==> src/mspt_pkg.sv <==
// mspt_pkg: shared constants and controller command type for the
// min-score polygon triangulation block; no dependencies
package mspt_pkg;

	localparam int DEF_MAX_VERTICES = 64;
	localparam int DEF_VALUE_BITS   = 8;
	localparam int VERTEX_W         = 8;
	localparam int SCORE_W          = 32;

	// controller to datapath commands
	typedef struct packed {
		logic store_we;
		logic cap_vi;
		logic mul_en;
		logic issue;
		logic first;
		logic adj_ik;
		logic adj_kj;
		logic tbl_we;
		logic score_load;
		logic score_zero;
	} cmd_t;

endpackage

==> src/mspt_ctrl.sv <==
// mspt_ctrl: load and interval sweep sequencer, result handshake
// depends on mspt_pkg
module mspt_ctrl #(
	parameter int MAX_VERTICES = mspt_pkg::DEF_MAX_VERTICES,
	localparam int AW          = $clog2(MAX_VERTICES)
) (
	input  logic           clk,
	input  logic           arst_n,
	input  logic           in_valid,
	input  logic           in_last,
	output logic           in_ready,
	output logic           out_valid,
	input  logic           out_ready,
	output logic           too_many,
	output mspt_pkg::cmd_t cmd,
	output logic [AW-1:0]  wr_idx,
	output logic [AW-1:0]  rd_idx,
	output logic [AW-1:0]  idx_i,
	output logic [AW-1:0]  idx_j,
	output logic [AW-1:0]  idx_k
);
	import mspt_pkg::*;

	localparam int NW = $clog2(MAX_VERTICES + 1);

	typedef enum logic [3:0] {
		S_LOAD, S_RDI, S_RDJ, S_MULT, S_KLOOP, S_DRAIN1, S_DRAIN2, S_WRITE, S_DONE
	} state_t;

	state_t        state_q;
	logic [NW-1:0] count_q;
	logic          ovf_q;
	logic [AW-1:0] i_q, j_q, k_q, nlast_q;
	logic          out_valid_q, too_many_q;

	logic          out_free, acc, room, res_set;
	logic [NW-1:0] n_new;
	logic          k_lo, k_hi;

	assign out_free = !out_valid_q || out_ready;
	assign in_ready = (state_q == S_LOAD) && out_free;
	assign acc      = in_valid && in_ready;
	assign room     = count_q < NW'(MAX_VERTICES);
	assign n_new    = count_q + NW'(room);
	assign k_lo     = k_q == AW'(i_q + 1'b1);
	assign k_hi     = k_q == AW'(j_q - 1'b1);
	// a new result enters the output register
	assign res_set  = cmd.score_zero || cmd.score_load;

	always_comb begin
		cmd            = '0;
		cmd.store_we   = acc && room;
		cmd.score_zero = acc && in_last && (n_new < NW'(3));
		rd_idx         = k_q;
		unique case (state_q)
			S_RDI: begin
				rd_idx = i_q;
			end
			S_RDJ: begin
				rd_idx     = j_q;
				cmd.cap_vi = 1'b1;
			end
			S_MULT: begin
				cmd.mul_en = 1'b1;
			end
			S_KLOOP: begin
				cmd.issue  = 1'b1;
				cmd.first  = k_lo;
				cmd.adj_ik = k_lo;
				cmd.adj_kj = k_hi;
			end
			S_WRITE: begin
				cmd.tbl_we = 1'b1;
			end
			S_DONE: begin
				cmd.score_load = out_free;
			end
			default: begin
			end
		endcase
	end

	always_ff @(posedge clk or negedge arst_n) begin
		if (!arst_n) begin
			state_q     <= S_LOAD;
			count_q     <= '0;
			ovf_q       <= 1'b0;
			i_q         <= '0;
			j_q         <= '0;
			k_q         <= '0;
			nlast_q     <= '0;
			out_valid_q <= 1'b0;
			too_many_q  <= 1'b0;
		end else begin
			if (res_set) begin
				out_valid_q <= 1'b1;
			end else if (out_valid_q && out_ready) begin
				out_valid_q <= 1'b0;
			end
			unique case (state_q)
				S_LOAD: begin
					if (acc) begin
						if (in_last) begin
							count_q <= '0;
							if (n_new < NW'(3)) begin
								too_many_q <= ovf_q || !room;
								ovf_q      <= 1'b0;
							end else begin
								ovf_q   <= ovf_q || !room;
								nlast_q <= AW'(n_new - 1'b1);
								i_q     <= AW'(n_new - NW'(3));
								j_q     <= AW'(n_new - 1'b1);
								state_q <= S_RDI;
							end
						end else if (room) begin
							count_q <= count_q + 1'b1;
						end else begin
							ovf_q <= 1'b1;
						end
					end
				end
				S_RDI: begin
					state_q <= S_RDJ;
				end
				S_RDJ: begin
					state_q <= S_MULT;
				end
				S_MULT: begin
					k_q     <= AW'(i_q + 1'b1);
					state_q <= S_KLOOP;
				end
				S_KLOOP: begin
					if (k_hi) begin
						state_q <= S_DRAIN1;
					end else begin
						k_q <= k_q + 1'b1;
					end
				end
				S_DRAIN1: begin
					state_q <= S_DRAIN2;
				end
				S_DRAIN2: begin
					state_q <= S_WRITE;
				end
				S_WRITE: begin
					if (j_q == nlast_q) begin
						if (i_q == '0) begin
							state_q <= S_DONE;
						end else begin
							i_q     <= i_q - 1'b1;
							j_q     <= AW'(i_q + 1'b1);
							state_q <= S_RDI;
						end
					end else begin
						j_q     <= j_q + 1'b1;
						state_q <= S_RDI;
					end
				end
				S_DONE: begin
					if (out_free) begin
						too_many_q <= ovf_q;
						ovf_q      <= 1'b0;
						state_q    <= S_LOAD;
					end
				end
				default: begin
					state_q <= S_LOAD;
				end
			endcase
		end
	end

	assign out_valid = out_valid_q;
	assign too_many  = too_many_q;
	assign wr_idx    = count_q[AW-1:0];
	assign idx_i     = i_q;
	assign idx_j     = j_q;
	assign idx_k     = k_q;

endmodule

==> config.mk <==
export PLATFORM = sky130hd
export DESIGN_NAME = mspt_ctrl
export DESIGN_NICKNAME = d
export VERILOG_FILES = /design/src/mspt_pkg.sv /design/src/mspt_ctrl.sv
export SDC_FILE = /design/constraint.sdc
export NUM_CORES = 1
export LEC_CHECK = 0
export BUFFER_PORTS_ARGS = -buffer_cell sky130_fd_sc_hd__buf_4
export CAP_MARGIN = 25
export CORE_AREA = 2 2 106 108
export DETAILED_ROUTE_END_ITERATION = 16
export DIE_AREA = 0 0 108 110
export GPL_ROUTABILITY_DRIVEN = 0
export SYNTH_ARGS = -nofsm -noshare
export SYNTH_HDL_FRONTEND = slang
export SYNTH_SLANG_ARGS = --single-unit
==> constraint.sdc <==
create_clock -name clk -period 8.4 [get_ports clk]
set_input_delay 0.42 -clock clk [delete_from_list [all_inputs] [get_ports clk]]
set_output_delay 0.42 -clock clk [all_outputs]
set_load 0.01 [all_outputs]
[Word-level counts from Yosys, hierarchy flattened]
Index checks and enable logic that the tools add are counted.
Storage, ports and cells
  bits in registers: 38
  input port bits: 5
Operators by class
  add/sub/neg operators: 9
  order comparisons: 2
  equal/unequal tests: 22
  multiplexer cells: 43
  bitwise logic cells: 1
  reduce and logical (&&, ||, !) cells: 26
Operators with widths (count)
  6-bit two-way mux: 11
  6-bit one-hot mux with 2 select lines: 4
  4-bit one-hot mux with 9 select lines: 1
  4-bit two-way mux: 8
  6-bit by 1-bit adder with 6-bit output (second input constant): 3
  6-bit equality test: 3
  6-bit by 1-bit subtractor with 6-bit output (second input constant): 3
  4-bit by 3-bit equality test with 1-bit output (second input constant): 4
  2-bit != test (second input constant): 8
  1-bit two-way mux: 15
  5-bit AND reduction: 3
  7-bit two-way mux: 2
  2-bit nonzero test: 5
  4-bit by 2-bit equality test with 1-bit output (second input constant): 2
  4-bit AND reduction: 2
  7-bit by 1-bit adder with 7-bit output: 1
  7-bit by 1-bit adder with 7-bit output (second input constant): 1
  7-bit by 2-bit < comparator with 1-bit output (second input constant): 1
  7-bit < comparator (second input constant): 1
  1-bit logical AND: 6
  6-bit logical NOT: 1
  3-bit != test (second input constant): 2
  6-bit AND reduction: 1
  6-bit by 2-bit subtractor with 6-bit output (second input constant): 1
  10 further kinds: 14

[Depth between registers and ports, before layout]
  word-level depth: 8
  gate-level depth with buffers: 12
  depth with buffers taken out: 11

[Least setup slack after synthesis]
OpenSTA, ideal clock, no wires.
  path type: register to register
  from: reg count_q[6]
  to: reg j_q[4], in the netlist idx_j[4]
  arrival time: 2.546 ns
  data required time: 8.272 ns
  path slack: 5.727 ns
  stages on the path, launching flop included: 12
  buffers on the path: 1
  path through: dfrtp_1 > clkbuf_1 > inv_1 > ha_1 > ha_1 > inv_1 > ha_1 > a211oi_1 > a21oi_1 > xnor2_1 > mux2_2 > mux2_1
On the way
  word-level cells in the longest chain between the ends: 7
  elaborated cells between the ends (all ways): 10
Ends and longest elaborated chain
  start: declaration: RTL line mspt_ctrl.sv:31  | logic [NW-1:0] count_q;
  start signal: assignment: RTL line mspt_ctrl.sv:116  | count_q <= count_q + 1'b1;
  7-bit < comparator: RTL line mspt_ctrl.sv:43  | assign room = count_q < NW'(MAX_VERTICES);
  7-bit by 1-bit adder with 7-bit output (*): RTL line mspt_ctrl.sv:44  | assign n_new = count_q + NW'(room);
  6-bit by 1-bit subtractor with 6-bit output: RTL line mspt_ctrl.sv:112  | j_q <= AW'(n_new - 1'b1);
  6-bit two-way mux: RTL line mspt_ctrl.sv:105  | if (n_new < NW'(3)) begin
  6-bit two-way mux: RTL line mspt_ctrl.sv:103  | if (in_last) begin
  6-bit two-way mux: RTL line mspt_ctrl.sv:102  | if (acc) begin
  6-bit one-hot mux with 2 select lines: RTL line mspt_ctrl.sv:100  | unique case (state_q)
  end signal: assignment: RTL line mspt_ctrl.sv:112
  end signal: assignment: RTL line mspt_ctrl.sv:151  | j_q <= AW'(i_q + 1'b1);
  end signal: assignment: RTL line mspt_ctrl.sv:155  | j_q <= j_q + 1'b1;
  end: declaration: RTL line mspt_ctrl.sv:33  | logic [AW-1:0] i_q, j_q, k_q, nlast_q;
Mark *: on every way between the ends. The rest lies on a longest branch, timed or not. The select of a mux whose other input is x is not followed.
A chain may end at the register's enable or synchronous reset.

==> impl_results.md <==
- Run status: complete, no violations
- Fin crit share: 36.5%
- I/O pin total: 48
- RSZ-0062 raised after global routing: no
- Post-CTS setup buffers: 0
- Routed wire length: 8190 µm
- DRC: 0
- Final ANT Viol Nets: 0
- Slew @ Worst Pin: 0.931 ns
- Ys Warns: 0
- Initial drt markers: 153
- Crit path DAT: 2.64 ns
- Sink Count: 38
- Final Max Slew Viols: 0
- R2r setup slk: 5.47 ns
- Clock latency at the later pin of the worst-skew pair: 0.29 ns
- H-tree lvl count: 2
- Largest net degree at the start of global routing: 39
- Area grow syn2layout: 15.0%
- CTS root buf: clkbuf_8
- Synth area leader: dfrtp_1
- Worst setup EP type: output pin
- Synth Area per Inst: 8.28 µm²
- MaxCap Viol Count: 0
- Critical path launch point type: register
- GR Util met1: 19.0%
- Ys async rst share: between 90% and 100%
- I/O Buffers: 47
- XOR/XNOR Fraction of Synth Area: between 10% and 20%
- Vias in the first global route: 2690
- Post-synthesis sequential area ratio: about 30%
- Final core utilization: about 34%
- All-Layer GR Usage: 14.1%
- Drt pass-1 iters: 4
- Vias: 2826
- Simple-gate share of the synthesized area: approximately 22%
- Setup TNS: 0 ns
- Routed wire length per instance: 15.0 µm
- Library cells used by synthesis: 61
- Max Root-Sink Buffers: 2
- Hold WC Path Type: in2async
- Std cell rows: 38
- Most area-consuming cells after synthesis: dfrtp_1 (30%), nand2_1 (6.1%), xor2_1 (6.1%)
- Share of layout cells above drive strength 1: 18.8%
- RR Endpoint: idx_j[2]
- Maximum vdd drop: approximately 0.13 mV
- Gate Count Post-Synth: 384
- Cell Area, Synth: 3180 µm²
- Ant. Diodes: 0
- Number of gates resized after cts: 0
- Fill count: between 1k and 1.5k
- Largest family of logic cells by synthesized area: simple AND/OR/NAND/NOR gates
- Die Wd: 108 µm
- NumNets Final: 421
- Clock slew at reported path FFs: approximately 0.080 ns
- Critical path type: reg2out
- Pwr Density: ~400 nW/µm²
- Clk_skew: 0.00777 ns
- Top-area cell type share of the netlist area: between 20 and 30%
- Compound-gate portion of the synthesized area: 18.8%
- Slew HR: a little under two fifths
- Fin worst setup slack: 5.34 ns
- Syn_nets: roughly 400
- Initial antenna violation count: 0
- Dpl hpwl: 6140 µm
- Min Tclk post-route: 3.06 ns
- Post-synthesis register bit count: 38
- CTS tree: built
- CORE AREA: 10700 µm²
- Die extent in y: 110 µm
- R2r worst-path depth: 9
- Critical Path RT: 7.98 ns
- Global routing usage on met2: about a quarter
- Post-synth top flop: dfrtp_1
- Mux cell area share after synthesis: 5.16%
- Final Hold Fails: 0
- Initial Utilization: 29.7%
- GRT Residual Overflow: 0
- Worst reg2reg startpoint: count_q[6]
- TritonCTS buffer count: 5
- Die Area: 11900 µm²
- Adder-Cell Fraction of Synth Area: between 4 and 5%
- Most frequent cells in the layout: nand2_1 (52), buf_4 (47), dfrtp_1 (38)
- Gr busiest metal: met2
- Vias per cell: just over 5
- Worst Path Max Fanout: 12
- Leakage power: roughly 1.7 nW
- CTS hold repair buffers: 0
- Met3 usage: 2.59%
- First-pass GRT wire length: 13400 µm
- Placement Setup Slack: 5.50 ns
- Final setup viols: 0
- EDFF count, synth: 0
- Most common cell after layout, fill and taps aside: nand2_1
- Fmax: 327 MHz
routing by layer:
metal	up-vias	wire length [µm]	share of wire [%]
li1	1381	-	-
met1	1385	3920	48
met2	58	3850	47
met3	2	383	4.7
met4	0	38	0.46
met5	-	0	0
cell usage after synthesis, types with 2 or more instances:
| cell type | count |
|---|---|
| nand4_1 | 5 |
| a22oi_1 | 7 |
| and3_1 | 4 |
| mux2_2 | 5 |
| a211oi_1 | 4 |
| o21ai_0 | 18 |
| or3_1 | 2 |
| xor2_1 | 22 |
| o31ai_1 | 2 |
| nand3_1 | 17 |
| o221a_2 | 4 |
| dfrtp_1 | 38 |
| nand2_1 | 52 |
| nand2b_1 | 5 |
| o22ai_1 | 4 |
| ha_1 | 12 |
| nor2_1 | 34 |
| mux2i_1 | 7 |
| a32oi_1 | 2 |
| mux2_1 | 2 |
| a31oi_1 | 4 |
| nand2_2 | 2 |
| nor4_4 | 2 |
| xnor2_1 | 20 |
| and2_1 | 4 |
| a21oi_1 | 16 |
| o2111ai_1 | 3 |
| nor3_1 | 8 |
| and4_1 | 2 |
| buf_6 | 2 |
| a21boi_0 | 3 |
| buf_2 | 10 |
| buf_4 | 10 |
| inv_1 | 16 |
| clkbuf_1 | 10 |
logic make-up (layout without fill, tap and decap cells):
logic type / Yosys count / count (layout)
compound gates: 83 / 83
xor+xnor: 42 / 42
fa+ha+maj: 12 / 12
buf+inv: 51 / 72
flops: 38 / 38
mux: 15 / 15
simple gates: 143 / 143
flip-flops by register name, summed over array words and instances (netlist names):
| signal | cells |
|---|---|
| nlast_q | 6 |
| state_q | 4 |
| ovf_q | 1 |
| too_many | 1 |
| count_q | 7 |
| idx_i | 6 |
| idx_j | 6 |
| out_valid | 1 |
| idx_k | 6 |
cell type report:
class	count	area [µm²]	share of cell area, %
flip-flops and latches	38	951	26.0
clock inverters	2	60.1	1.64
well taps	140	175	4.79
inverters	17	63.8	1.75
multi-input cells	295	1970	53.9
repair buffers	47	353	9.65
clock buffers	6	82.6	2.26
power by group:
part	internal, mW	switching, mW
Clock	0.127	0.0692
Combinational	0.407	0.469
Sequential	0.251	0.149
through the flow:
| stage | hold slack, ns | total power [mW] | cells | cell area (µm²) |
|---|---|---|---|---|
| after floorplan | 0.124 | 1.01 | 384 | 3180 |
| after global placement | 0.434 | 1.27 | 537 | 3510 |
| after detailed placement | 0.440 | 1.28 | 537 | 3510 |
| after CTS | 0.116 | 1.48 | 545 | 3660 |
| after global routing | 0.130 | 1.59 | 545 | 3660 |
| final | 0.102 | 1.47 | 545 | 3660 |
how the worst max path moves through the flow:
stage / startpoint / to / slack, ns / depth (start not counted)
after floorplan: count_q[6] / idx_j[4] / 5.73 / 11
after global placement: count_q[6] / idx_j[2] / 5.60 / 9
after detailed placement: count_q[6] / idx_j[4] / 5.50 / 9
after CTS: count_q[6] / cmd[0] / 5.33 / 9
after global routing: count_q[6] / cmd[0] / 5.10 / 9
final: count_q[6] / cmd[0] / 5.34 / 9
worst max-delay path, cell delays in order, from the launching register on:
cell       delay, ns
dfrtp_1         0.57
inv_1           0.16
ha_1            0.21
ha_1            0.38
nand2_1         0.15
o2111ai_1       0.18
a22oi_2         0.33
nand2_1         0.15
inv_1           0.10
buf_4           0.12
Power figures use the tool's default switching activity.
